<file path="src/sv/avs_pkg.sv">
// Shared widths, codes, reset values and types of the presentation clock.
`default_nettype none
package avs_pkg;

  localparam int unsigned TIME_W  = 48;
  localparam int unsigned COUNT_W = 32;
  localparam int unsigned LIMIT_W = 24;
  localparam int unsigned SUM_W   = 64;
  localparam int unsigned CMD_W   = 3;
  localparam int unsigned SEL_W   = 4;
  localparam int unsigned DEC_W   = 2;
  localparam int unsigned CFG_IDX_W = 1;

  localparam logic [CMD_W-1:0] CMD_FRAME    = 3'd0;
  localparam logic [CMD_W-1:0] CMD_PAUSE    = 3'd1;
  localparam logic [CMD_W-1:0] CMD_RESUME   = 3'd2;
  localparam logic [CMD_W-1:0] CMD_REANCHOR = 3'd3;
  localparam logic [CMD_W-1:0] CMD_START    = 3'd4;
  localparam logic [CMD_W-1:0] CMD_RESET    = 3'd5;

  localparam logic [DEC_W-1:0] DEC_PRESENT = 2'd0;
  localparam logic [DEC_W-1:0] DEC_DROP    = 2'd1;
  localparam logic [DEC_W-1:0] DEC_NONE    = 2'd2;

  localparam logic [SEL_W-1:0] STAT_LAST_LAG    = 4'd0;
  localparam logic [SEL_W-1:0] STAT_LAG_SUM     = 4'd1;
  localparam logic [SEL_W-1:0] STAT_SAMPLES     = 4'd2;
  localparam logic [SEL_W-1:0] STAT_LAG_MAX     = 4'd3;
  localparam logic [SEL_W-1:0] STAT_LAG_MIN     = 4'd4;
  localparam logic [SEL_W-1:0] STAT_LATE_DROPS  = 4'd5;
  localparam logic [SEL_W-1:0] STAT_EARLY_WAITS = 4'd6;
  localparam logic [SEL_W-1:0] STAT_WAIT_TOTAL  = 4'd7;
  localparam logic [SEL_W-1:0] STAT_PRESENTS    = 4'd8;
  localparam logic [SEL_W-1:0] STAT_PAUSES      = 4'd9;
  localparam logic [SEL_W-1:0] STAT_RESUMES     = 4'd10;
  localparam logic [SEL_W-1:0] STAT_RESETS      = 4'd11;

  localparam logic [CFG_IDX_W-1:0] CFG_LATE_LIMIT  = 1'd0;
  localparam logic [CFG_IDX_W-1:0] CFG_EARLY_LIMIT = 1'd1;

  localparam logic [LIMIT_W-1:0] LATE_LIMIT_RESET  = 24'd80000;
  localparam logic [LIMIT_W-1:0] EARLY_LIMIT_RESET = 24'd250000;
  localparam logic [LIMIT_W-1:0] MIN_WAIT_US       = 24'd500;
  localparam logic [TIME_W-1:0]  LAG_MIN_RESET     = {1'b0, {(TIME_W-1){1'b1}}};

  typedef struct packed {
    logic [TIME_W-1:0]  host_anchor;
    logic [TIME_W-1:0]  media_anchor;
    logic               running;
    logic               frozen;
    logic [TIME_W-1:0]  pause_host_time;
    logic [TIME_W-1:0]  media_at_freeze;
    logic [TIME_W-1:0]  last_lag;
    logic [SUM_W-1:0]   lag_sum;
    logic [COUNT_W-1:0] lag_count;
    logic [TIME_W-1:0]  lag_max;
    logic [TIME_W-1:0]  lag_min;
    logic [COUNT_W-1:0] late_drop_count;
    logic [COUNT_W-1:0] early_wait_count;
    logic [SUM_W-1:0]   wait_total;
    logic [COUNT_W-1:0] present_count;
    logic [COUNT_W-1:0] pause_events;
    logic [COUNT_W-1:0] resume_events;
    logic [COUNT_W-1:0] reset_events;
  } avs_state_t;

  typedef struct packed {
    logic [CMD_W-1:0]  command;
    logic [TIME_W-1:0] host_time_us;
    logic [TIME_W-1:0] pts_us;
    logic [SEL_W-1:0]  stat_select;
  } avs_event_t;

  typedef struct packed {
    logic [DEC_W-1:0]   decision;
    logic [LIMIT_W-1:0] wait_us;
    logic [TIME_W-1:0]  media_time_us;
    logic [TIME_W-1:0]  lag_us;
    logic               is_paused;
    logic [SUM_W-1:0]   stat_value;
  } avs_result_t;

  localparam avs_state_t STATE_RESET = '{
    host_anchor:      '0,
    media_anchor:     '0,
    running:          1'b0,
    frozen:           1'b0,
    pause_host_time:  '0,
    media_at_freeze:  '0,
    last_lag:         '0,
    lag_sum:          '0,
    lag_count:        '0,
    lag_max:          '0,
    lag_min:          LAG_MIN_RESET,
    late_drop_count:  '0,
    early_wait_count: '0,
    wait_total:       '0,
    present_count:    '0,
    pause_events:     '0,
    resume_events:    '0,
    reset_events:     '0
  };

endpackage
`default_nettype wire

</file>
<file path="src/sv/avs_req_if.sv">
// Request channel carrying one clock event per transfer.
`default_nettype none
interface avs_req_if;
  import avs_pkg::*;

  logic                      valid;
  logic                      ready;
  logic        [CMD_W-1:0]   command;
  logic        [TIME_W-1:0]  host_time_us;
  logic signed [TIME_W-1:0]  pts_us;
  logic        [SEL_W-1:0]   stat_select;

  modport source (output valid, command, host_time_us, pts_us, stat_select, input ready);
  modport sink   (input valid, command, host_time_us, pts_us, stat_select, output ready);
endinterface
`default_nettype wire

</file>
<file path="src/sv/avs_rsp_if.sv">
// Response channel carrying one clock decision per transfer.
`default_nettype none
interface avs_rsp_if;
  import avs_pkg::*;

  logic                      valid;
  logic                      ready;
  logic        [DEC_W-1:0]   decision;
  logic        [LIMIT_W-1:0] wait_us;
  logic signed [TIME_W-1:0]  media_time_us;
  logic signed [TIME_W-1:0]  lag_us;
  logic                      is_paused;
  logic signed [SUM_W-1:0]   stat_value;

  modport source (output valid, decision, wait_us, media_time_us, lag_us, is_paused,
                  stat_value, input ready);
  modport sink   (input valid, decision, wait_us, media_time_us, lag_us, is_paused,
                  stat_value, output ready);
endinterface
`default_nettype wire

</file>
<file path="src/sv/avs_core.sv">
// Next-state and result logic for one clock event.
`default_nettype none
module avs_core (
  input  avs_pkg::avs_state_t              state_i,
  input  avs_pkg::avs_event_t              event_i,
  input  logic [avs_pkg::LIMIT_W-1:0]      late_limit_i,
  input  logic [avs_pkg::LIMIT_W-1:0]      early_limit_i,
  output avs_pkg::avs_state_t              state_o,
  output avs_pkg::avs_result_t             result_o
);
  import avs_pkg::*;

  logic [TIME_W-1:0]  host;
  logic [TIME_W-1:0]  pts;
  logic [TIME_W-1:0]  media_run;
  logic [TIME_W-1:0]  media_frame;
  logic [TIME_W-1:0]  lag_raw;
  logic [TIME_W-1:0]  early_abs;
  logic [LIMIT_W-1:0] early_clamp;
  logic               late;
  logic               grant;
  logic [TIME_W-1:0]  lag_final;
  avs_state_t         nx;
  logic               note_en;
  logic [DEC_W-1:0]   decision;
  logic [LIMIT_W-1:0] wait_us;
  logic [TIME_W-1:0]  lag_out;
  logic [TIME_W-1:0]  media_post;
  logic [SUM_W-1:0]   stat;

  assign host        = event_i.host_time_us;
  assign pts         = event_i.pts_us;
  assign media_run   = state_i.media_anchor + (host - state_i.host_anchor);
  assign media_frame = state_i.running ? media_run : pts;
  assign lag_raw     = media_frame - pts;
  assign late        = !lag_raw[TIME_W-1] && (lag_raw > TIME_W'(late_limit_i));
  assign early_abs   = '0 - lag_raw;
  assign early_clamp = (early_abs > TIME_W'(early_limit_i)) ? early_limit_i
                                                            : early_abs[LIMIT_W-1:0];
  assign grant       = lag_raw[TIME_W-1] && (early_clamp > MIN_WAIT_US);
  assign lag_final   = grant ? lag_raw + TIME_W'(early_clamp) : lag_raw;

  always_comb begin
    nx       = state_i;
    note_en  = 1'b0;
    decision = DEC_NONE;
    wait_us  = '0;
    lag_out  = '0;
    unique case (event_i.command) inside
      CMD_FRAME: begin
        if (state_i.frozen) begin
          decision = DEC_DROP;
        end else begin
          if (!state_i.running) begin
            nx.host_anchor     = host;
            nx.media_anchor    = pts;
            nx.running         = 1'b1;
            nx.frozen          = 1'b0;
            nx.pause_host_time = '0;
            nx.media_at_freeze = '0;
          end
          note_en = 1'b1;
          lag_out = lag_final;
          if (late) begin
            nx.late_drop_count = state_i.late_drop_count + 1'b1;
            decision           = DEC_DROP;
          end else begin
            if (grant) begin
              nx.early_wait_count = state_i.early_wait_count + 1'b1;
              nx.wait_total       = state_i.wait_total + SUM_W'(early_clamp);
              wait_us             = early_clamp;
            end
            nx.present_count = state_i.present_count + 1'b1;
            decision         = DEC_PRESENT;
          end
        end
      end
      CMD_PAUSE: begin
        if (state_i.running && !state_i.frozen) begin
          nx.media_at_freeze = media_run;
          nx.pause_host_time = host;
          nx.frozen          = 1'b1;
          nx.pause_events    = state_i.pause_events + 1'b1;
        end
      end
      CMD_RESUME: begin
        if (state_i.running && state_i.frozen) begin
          nx.host_anchor     = state_i.host_anchor + (host - state_i.pause_host_time);
          nx.frozen          = 1'b0;
          nx.pause_host_time = '0;
          nx.resume_events   = state_i.resume_events + 1'b1;
        end
      end
      CMD_REANCHOR, CMD_START: begin
        nx.host_anchor     = host;
        nx.media_anchor    = pts;
        nx.running         = 1'b1;
        nx.frozen          = 1'b0;
        nx.pause_host_time = '0;
        nx.media_at_freeze = '0;
        if (event_i.command == CMD_REANCHOR) begin
          nx.reset_events = state_i.reset_events + 1'b1;
        end
      end
      CMD_RESET: begin
        nx.host_anchor     = '0;
        nx.media_anchor    = '0;
        nx.pause_host_time = '0;
        nx.media_at_freeze = '0;
        nx.running         = 1'b0;
        nx.frozen          = 1'b0;
        nx.reset_events    = state_i.reset_events + 1'b1;
        nx.last_lag        = '0;
        nx.lag_sum         = '0;
        nx.lag_count       = '0;
        nx.lag_max         = '0;
        nx.lag_min         = LAG_MIN_RESET;
      end
      default: begin
      end
    endcase

    if (note_en) begin
      nx.last_lag  = lag_final;
      nx.lag_sum   = state_i.lag_sum + {{(SUM_W-TIME_W){lag_final[TIME_W-1]}}, lag_final};
      nx.lag_count = state_i.lag_count + 1'b1;
      if ($signed(lag_final) > $signed(state_i.lag_max)) begin
        nx.lag_max = lag_final;
      end
      if ($signed(lag_final) < $signed(state_i.lag_min)) begin
        nx.lag_min = lag_final;
      end
    end
  end

  assign media_post = !nx.running ? '0 :
                      nx.frozen   ? nx.media_at_freeze :
                                    nx.media_anchor + (host - nx.host_anchor);

  always_comb begin
    unique case (event_i.stat_select)
      STAT_LAST_LAG:    stat = {{(SUM_W-TIME_W){nx.last_lag[TIME_W-1]}}, nx.last_lag};
      STAT_LAG_SUM:     stat = nx.lag_sum;
      STAT_SAMPLES:     stat = SUM_W'(nx.lag_count);
      STAT_LAG_MAX:     stat = {{(SUM_W-TIME_W){nx.lag_max[TIME_W-1]}}, nx.lag_max};
      STAT_LAG_MIN:     stat = {{(SUM_W-TIME_W){nx.lag_min[TIME_W-1]}}, nx.lag_min};
      STAT_LATE_DROPS:  stat = SUM_W'(nx.late_drop_count);
      STAT_EARLY_WAITS: stat = SUM_W'(nx.early_wait_count);
      STAT_WAIT_TOTAL:  stat = nx.wait_total;
      STAT_PRESENTS:    stat = SUM_W'(nx.present_count);
      STAT_PAUSES:      stat = SUM_W'(nx.pause_events);
      STAT_RESUMES:     stat = SUM_W'(nx.resume_events);
      STAT_RESETS:      stat = SUM_W'(nx.reset_events);
      default:          stat = '0;
    endcase
  end

  assign state_o                = nx;
  assign result_o.decision      = decision;
  assign result_o.wait_us       = wait_us;
  assign result_o.media_time_us = media_post;
  assign result_o.lag_us        = lag_out;
  assign result_o.is_paused     = nx.frozen;
  assign result_o.stat_value    = stat;

endmodule
`default_nettype wire

</file>
<file path="src/sv/av_sync_presentation_clock.sv">
// Top level of the media presentation clock with frame sync decisions.
//
//   Channel   Dir   Handshake      Content
//   req_i     in    valid/ready    command, host_time_us, pts_us, stat_select
//   rsp_o     out   valid/ready    decision, wait_us, media_time_us, lag_us,
//                                  is_paused, stat_value
//   cfg       in    cfg_we_i       late and early limits, one write per cycle
//
// A request passes an input register and then the result register before its
// response is offered; one request is taken every cycle while rsp_o is not stalled.
// The clock state updates in the same cycle the result register loads.
// A stalled response holds both registers while the input register still
// frees as soon as the result register can load.
// Reset clears the clock state, the statistics and the limits to their defaults.
`default_nettype none
module av_sync_presentation_clock (
  input  logic                               clk_i,
  input  logic                               rst_ni,
  avs_req_if.sink                            req_i,
  avs_rsp_if.source                          rsp_o,
  input  logic                               cfg_we_i,
  input  logic [avs_pkg::CFG_IDX_W-1:0]      cfg_index_i,
  input  logic [avs_pkg::LIMIT_W-1:0]        cfg_data_i
);
  import avs_pkg::*;

  logic [LIMIT_W-1:0] late_limit_q;
  logic [LIMIT_W-1:0] early_limit_q;
  logic               in_valid_q;
  avs_event_t         in_q;
  logic               out_valid_q;
  avs_result_t        out_q;
  avs_state_t         state_q;
  avs_state_t         state_d;
  avs_result_t        result_d;
  logic               advance;

  assign advance     = in_valid_q && (!out_valid_q || rsp_o.ready);
  assign req_i.ready = !in_valid_q || advance;

  always_ff @(posedge clk_i or negedge rst_ni) begin
    if (!rst_ni) begin
      late_limit_q  <= LATE_LIMIT_RESET;
      early_limit_q <= EARLY_LIMIT_RESET;
    end else if (cfg_we_i) begin
      unique case (cfg_index_i)
        CFG_LATE_LIMIT:  late_limit_q  <= cfg_data_i;
        CFG_EARLY_LIMIT: early_limit_q <= cfg_data_i;
        default: begin
        end
      endcase
    end
  end

  always_ff @(posedge clk_i or negedge rst_ni) begin
    if (!rst_ni) begin
      in_valid_q  <= 1'b0;
      out_valid_q <= 1'b0;
      state_q     <= STATE_RESET;
    end else begin
      if (req_i.ready) begin
        in_valid_q <= req_i.valid;
      end
      if (advance) begin
        out_valid_q <= 1'b1;
        state_q     <= state_d;
      end else if (rsp_o.ready) begin
        out_valid_q <= 1'b0;
      end
    end
  end

  always_ff @(posedge clk_i) begin
    if (req_i.ready && req_i.valid) begin
      in_q.command      <= req_i.command;
      in_q.host_time_us <= req_i.host_time_us;
      in_q.pts_us       <= req_i.pts_us;
      in_q.stat_select  <= req_i.stat_select;
    end
    if (advance) begin
      out_q <= result_d;
    end
  end

  avs_core u_avs_core (
    .state_i       (state_q),
    .event_i       (in_q),
    .late_limit_i  (late_limit_q),
    .early_limit_i (early_limit_q),
    .state_o       (state_d),
    .result_o      (result_d)
  );

  assign rsp_o.valid         = out_valid_q;
  assign rsp_o.decision      = out_q.decision;
  assign rsp_o.wait_us       = out_q.wait_us;
  assign rsp_o.media_time_us = out_q.media_time_us;
  assign rsp_o.lag_us        = out_q.lag_us;
  assign rsp_o.is_paused     = out_q.is_paused;
  assign rsp_o.stat_value    = out_q.stat_value;

endmodule
`default_nettype wire

</file>
<file path="src/flat_wrapper.sv">
// flat-port wrapper written by rule: the top's interface ports become plain ports
module av_sync_presentation_clock_flat import avs_pkg::*;
  (clk_i, rst_ni, cfg_we_i, cfg_index_i, cfg_data_i, req_i_valid, req_i_command, req_i_host_time_us, req_i_pts_us, req_i_stat_select, req_i_ready, rsp_o_valid, rsp_o_decision, rsp_o_wait_us, rsp_o_media_time_us, rsp_o_lag_us, rsp_o_is_paused, rsp_o_stat_value, rsp_o_ready);
  avs_req_if req_i_i ();
  avs_rsp_if rsp_o_i ();
  input  logic clk_i;
  input  logic rst_ni;
  input  logic cfg_we_i;
  input  logic [avs_pkg::CFG_IDX_W-1:0] cfg_index_i;
  input  logic [avs_pkg::LIMIT_W-1:0] cfg_data_i;
  input wire logic [$bits(req_i_i.valid)-1:0] req_i_valid;
  input wire logic [$bits(req_i_i.command)-1:0] req_i_command;
  input wire logic [$bits(req_i_i.host_time_us)-1:0] req_i_host_time_us;
  input wire logic [$bits(req_i_i.pts_us)-1:0] req_i_pts_us;
  input wire logic [$bits(req_i_i.stat_select)-1:0] req_i_stat_select;
  output wire logic [$bits(req_i_i.ready)-1:0] req_i_ready;
  output wire logic [$bits(rsp_o_i.valid)-1:0] rsp_o_valid;
  output wire logic [$bits(rsp_o_i.decision)-1:0] rsp_o_decision;
  output wire logic [$bits(rsp_o_i.wait_us)-1:0] rsp_o_wait_us;
  output wire logic [$bits(rsp_o_i.media_time_us)-1:0] rsp_o_media_time_us;
  output wire logic [$bits(rsp_o_i.lag_us)-1:0] rsp_o_lag_us;
  output wire logic [$bits(rsp_o_i.is_paused)-1:0] rsp_o_is_paused;
  output wire logic [$bits(rsp_o_i.stat_value)-1:0] rsp_o_stat_value;
  input wire logic [$bits(rsp_o_i.ready)-1:0] rsp_o_ready;
  assign req_i_i.valid = req_i_valid;
  assign req_i_i.command = req_i_command;
  assign req_i_i.host_time_us = req_i_host_time_us;
  assign req_i_i.pts_us = req_i_pts_us;
  assign req_i_i.stat_select = req_i_stat_select;
  assign req_i_ready = req_i_i.ready;
  assign rsp_o_valid = rsp_o_i.valid;
  assign rsp_o_decision = rsp_o_i.decision;
  assign rsp_o_wait_us = rsp_o_i.wait_us;
  assign rsp_o_media_time_us = rsp_o_i.media_time_us;
  assign rsp_o_lag_us = rsp_o_i.lag_us;
  assign rsp_o_is_paused = rsp_o_i.is_paused;
  assign rsp_o_stat_value = rsp_o_i.stat_value;
  assign rsp_o_i.ready = rsp_o_ready;
  av_sync_presentation_clock u_core (.clk_i(clk_i), .rst_ni(rst_ni), .req_i(req_i_i), .rsp_o(rsp_o_i), .cfg_we_i(cfg_we_i), .cfg_index_i(cfg_index_i), .cfg_data_i(cfg_data_i));
endmodule
</file>
<file path="config.mk">
export PLATFORM = sky130hd
export DESIGN_NAME = av_sync_presentation_clock_flat
export DESIGN_NICKNAME = d
export VERILOG_FILES = /design/src/sv/avs_pkg.sv /design/src/sv/avs_req_if.sv /design/src/sv/avs_rsp_if.sv /design/src/sv/avs_core.sv /design/src/sv/av_sync_presentation_clock.sv /design/src/flat_wrapper.sv
export SDC_FILE = /design/constraint.sdc
export NUM_CORES = 2
export LEC_CHECK = 0
export BUFFER_PORTS_ARGS = -buffer_cell sky130_fd_sc_hd__buf_2
export CORE_MARGIN = 5
export CORE_UTILIZATION = 50
export DETAILED_ROUTE_END_ITERATION = 12
export GPL_ROUTABILITY_DRIVEN = 0
export PLACE_DENSITY_LB_ADDON = 0.12
export SLEW_MARGIN = 25
export SYNTH_ARGS = -nofsm -noshare
export SYNTH_HDL_FRONTEND = slang
export SYNTH_SLANG_ARGS = --single-unit
</file>
<file path="constraint.sdc">
create_clock -name clk_i -period 30.9 [get_ports clk_i]
set_clock_uncertainty 0.15 [all_clocks]
set_input_delay 3.09 -clock clk_i [delete_from_list [all_inputs] [get_ports clk_i]]
set_output_delay 3.09 -clock clk_i [all_outputs]
set_load 0.03 [all_outputs]
</file>
==> impl_metrics.prom <==
# TYPE chip_impl_metric gauge
chip_impl_metric{name="critical_path_arrival",unit="ns"} 20.28
chip_impl_info{name="synth_top_cells_by_area",value="dfrtp_1 (23%), edfxtp_1 (12%), ha_1 (7.6%)"} 1
chip_impl_metric{name="setup_viol",unit=""} 0
chip_impl_metric{name="timing.final.crit_period",unit="ns"} 19.97
chip_impl_info{name="rr_startpoint",value="u_core.in_q[56]$_DFFE_PP_"} 1
chip_impl_metric{name="die_w",unit="um"} 396.5
chip_impl_metric{name="placementRows",unit=""} 141
chip_impl_metric{name="max_stage_delay",unit="ns"} 0.90
chip_impl_metric{name="grt_pass1_vias",unit=""} 64520
chip_impl_info{name="cpMostUsedCell",value="a21oi_1"} 1
chip_impl_metric{name="cts_hold_buf",unit=""} 0
chip_impl_metric{name="layout.filler_cells",unit=""} 13520
chip_impl_metric{name="finalNetCount",unit=""} 9378
chip_impl_metric{name="utilization",unit="%"} 55.93
chip_impl_metric{name="timing.setup.tns",unit="ns"} 0
chip_impl_metric{name="place_hpwl",unit="mm"} 200.8
chip_impl_metric{name="yosys_warnings",unit=""} 0
chip_impl_metric{name="synth-edff-count",unit=""} 290
chip_impl_info{name="worstSetupStartpointType",value="register"} 1
chip_impl_metric{name="final_hold_viol_count",unit=""} 0
chip_impl_info{name="layout_commonest_cell",value="nand2_1"} 1
chip_impl_metric{name="r2r_slack",unit="ns"} 10.93
chip_impl_info{name="timing.hold.worst.class",value="reg2reg"} 1
chip_impl_metric{name="drt_first_iter_violations",unit=""} 7302
chip_impl_info{name="worstSetupPathType",value="reg2reg"} 1
chip_impl_metric{name="synthArstFlopShare",unit="%"} 71.84
chip_impl_metric{name="cellLeakagePower",unit="uW"} 0.03691
chip_impl_info{name="ctsRootBufferMaster",value="clkbuf_16"} 1
chip_impl_metric{name="grt_usage",unit="%"} 33.17
chip_impl_info{name="synth-main-ff-cell",value="dfrtp_1"} 1
chip_impl_metric{name="maxSlewHeadroom",unit="%"} 22.84
chip_impl_metric{name="critical_path_peak_fanout",unit=""} 40
chip_impl_metric{name="vdd_ir_drop_max",unit="uV"} 117.4
chip_impl_metric{name="synth_top_cell_area_share",unit="%"} 22.82
chip_impl_info{name="status",value="complete, no violations"} 1
chip_impl_metric{name="numCtsBuffers",unit=""} 119
chip_impl_metric{name="synth.distinct_cells",unit=""} 100
chip_impl_metric{name="synthesis.instances",unit=""} 8448
chip_impl_metric{name="tightestPinTransition",unit="ns"} 1.145
chip_impl_metric{name="placedInstanceArea",unit="um^2"} 78520
chip_impl_info{name="final_cell_mix",value="nand2_1 (949), inv_1 (684), dfrtp_1 (680)"} 1
chip_impl_info{name="critical_path.top_delay_family",value="compound AO/OA/AOI/OAI gates"} 1
chip_impl_info{name="r2r-end",value="u_core.rsp_o.stat_value[50]$_DFFE_PP_"} 1
chip_impl_metric{name="floorplan.core_area",unit="um^2"} 148200
chip_impl_metric{name="cp.required",unit="ns"} 31.20
chip_impl_metric{name="num_io_pins",unit=""} 322
chip_impl_metric{name="timing.reg2reg.worst_path_depth",unit=""} 74
chip_impl_info{name="rsz_0062_raised_after_global_routing",value="false"} 1
chip_impl_metric{name="cts_resized",unit=""} 0
chip_impl_metric{name="globalRoute.totalOverflow",unit=""} 0
chip_impl_metric{name="ys_seq_area_share",unit="%"} 36.56
chip_impl_metric{name="post_route_cells_drive_above_1_share",unit="%"} 10.40
chip_impl_metric{name="synthesized_cell_area",unit="um^2"} 74680
chip_impl_info{name="worst_path_max_delay_cell",value="xnor2_1"} 1
chip_impl_metric{name="grt_first_pass_wirelength",unit="mm"} 403.6
chip_impl_metric{name="pre_cts_slack",unit="ns"} 11.50
chip_impl_metric{name="h_tree_lvls",unit=""} 3
chip_impl_metric{name="drv_slew",unit=""} 0
chip_impl_metric{name="synth_to_final_area_change",unit="%"} 10.99
chip_impl_metric{name="power_density_over_cell_area",unit="nW/um^2"} 131.3
chip_impl_metric{name="cts_setup_buffers",unit=""} 0
chip_impl_metric{name="initial_utilization",unit="%"} 50.39
chip_impl_metric{name="clkSinkCount",unit=""} 1030
chip_impl_metric{name="initial_antenna_violation_count",unit=""} 8
chip_impl_metric{name="max-cap-violations",unit=""} 0
chip_impl_metric{name="largest_net_degree_at_the_start_of_global_routing",unit=""} 145
chip_impl_metric{name="min_period_over_period",unit="%"} 64.63
chip_impl_metric{name="clk_pin_slew",unit="ns"} 0.06
chip_impl_info{name="cts_tree",value="yes"} 1
chip_impl_metric{name="place.port_buffers",unit=""} 321
chip_impl_metric{name="synthesis.nets",unit=""} 9179
chip_impl_metric{name="routed_wl",unit="mm"} 266.7
chip_impl_metric{name="max_freq",unit="MHz"} 50.07
chip_impl_metric{name="worst-path-buf-inv",unit=""} 5
chip_impl_info{name="synth_top_cell_by_area",value="dfrtp_1"} 1
chip_impl_metric{name="yosys_register_bits",unit=""} 1030
chip_impl_metric{name="drcViolationCount",unit=""} 0
chip_impl_metric{name="ctsLongestPathBuffers",unit=""} 3
chip_impl_metric{name="timing.hold.ws",unit="ns"} 0.3288
chip_impl_metric{name="design_area",unit="um^2"} 82880
chip_impl_metric{name="floorplan.die.height",unit="um"} 396.5
chip_impl_metric{name="synth.avg_cell_area",unit="um^2"} 8.839
chip_impl_info{name="setup.worst_path.end_class",value="register"} 1
chip_impl_metric{name="avgRoutedWirePerCell",unit="um"} 24.96
chip_impl_metric{name="detail_route.vias_per_cell",unit=""} 6.237
chip_impl_metric{name="drtPass1Iterations",unit=""} 6
chip_impl_info{name="worstHoldEndpoint",value="u_core.state_q[322]$_DFFE_PN0P_"} 1
chip_impl_info{name="hold_start",value="u_core.state_q[322]$_DFFE_PN0P_"} 1
chip_impl_metric{name="vias",unit=""} 66640
chip_impl_metric{name="ant_nets",unit=""} 0
chip_impl_metric{name="clock_latency",unit="ns"} 0.79
chip_impl_metric{name="whs_path_depth",unit=""} 2
chip_impl_metric{name="die_area",unit="um^2"} 157200
chip_impl_metric{name="post-route-worst-setup-slack",unit="ns"} 10.93
## cells in the mapped netlist (all sizes together), types with 20 or more instances
cell type	count
nand2	953
inv	686
dfrtp	681
o21ai	647
nor2	637
ha	453
xnor2	450
a21oi	437
clkbuf	308
edfxtp	290
nand3	282
xor2	282
nor3	179
a21o	154
fa	145
and3	124
nand4	117
a22o	84
a211oi	81
o31ai	80
buf	78
nor2b	75
o21a	74
mux2i	69
a31oi	68
nand2b	68
mux2	65
and2	62
o221ai	60
a22oi	59
dfstp	59
a221oi	55
a222oi	54
nor4	50
o211ai	49
o21bai	43
o22ai	41
or3	31
or2	28
o2111ai	27
and4	26
a211o	21
a21boi	20
## flip-flops by register name, indices dropped and copies added, names as in the netlist
register                    cells
u_core.state_q                690
u_core.in_q                   103
u_core.in_valid_q               1
u_core.rsp_o.lag_us            48
u_core.rsp_o.valid              1
u_core.rsp_o.media_time_us     48
u_core.rsp_o.decision           2
u_core.late_limit_q            24
u_core.early_limit_q           24
u_core.rsp_o.stat_value        64
u_core.rsp_o.wait_us           24
u_core.rsp_o.is_paused          1
## layout make-up
type | instances | area (um^2) | area share [%]
Timing Repair Buffer | 464 | 2791 | 3.368
Inverter | 686 | 2582 | 3.116
Antenna cell | 2 | 5.005 | 0.006038
Sequential cell | 1030 | 27300 | 32.94
Tap cell | 1930 | 2415 | 2.913
Clock buffer | 141 | 3203 | 3.864
Multi-Input combinational cell | 6346 | 43510 | 52.49
Clock inverter | 86 | 1077 | 1.300
## worst min-delay path, stage by stage, from the launching register on
cell and delay (ns):
dfrtp_1 0.34, nand2_1 0.05, o21ai_0 0.06
## kinds of logic (layout without fill, tap and decap cells)
| kind of cell | count (synthesis) | in the layout | share of synthesized area [%] |
|---|---|---|---|
| flip-flops | 1030 | 1030 | 36.56 |
| multiplexers | 134 | 134 | 1.905 |
| buffers and inverters | 1072 | 1377 | 5.489 |
| XOR/XNOR | 732 | 732 | 8.631 |
| AND/OR/NAND/NOR | 2698 | 2698 | 16.80 |
| adder cells (fa/ha/maj) | 598 | 598 | 11.48 |
| other | 0 | 2 | 0 |
| AO/OA/AOI/OAI | 2184 | 2184 | 19.14 |
## where the power goes
| part | internal (uW) | switching (uW) | total [uW] |
|---|---|---|---|
| Clock | 908 | 653 | 1560 |
| Combinational | 2630 | 4810 | 7450 |
| Sequential | 1670 | 199 | 1870 |
## routing by layer
layer	track usage [%]	vias up	part of all wire [%]
li1	-	30430	-
met1	43.62	32300	41
met4	17.71	6	6.5
met3	7.311	715	9.2
met2	51.31	3198	44
met5	0	-	0.016
## how the worst max path moves through the flow
stage                                          from                                     to  slack (ns)  depth (start not counted)
after floorplan           u_core.in_q[53]$_DFFE_PP_  u_core.rsp_o.stat_value[63]$_DFFE_PP_       15.57                         74
after global placement    u_core.in_q[53]$_DFFE_PP_  u_core.rsp_o.stat_value[57]$_DFFE_PP_       11.77                         72
after detailed placement  u_core.in_q[53]$_DFFE_PP_  u_core.rsp_o.stat_value[50]$_DFFE_PP_       11.50                         73
after CTS                 u_core.in_q[53]$_DFFE_PP_  u_core.rsp_o.stat_value[50]$_DFFE_PP_       11.47                         73
after global routing      u_core.in_q[53]$_DFFE_PP_  u_core.rsp_o.stat_value[47]$_DFFE_PP_        9.78                         73
final                     u_core.in_q[56]$_DFFE_PP_  u_core.rsp_o.stat_value[50]$_DFFE_PP_       10.93                         74
## metrics by stage
step                      power [uW]  std cells
after floorplan                 6635       8448
after detailed placement        9079      10450
after global routing           11540      10680
after CTS                      10690      10680
after global placement          8962      10450
final                          10880      10690
Power figures use the tool's default switching activity.
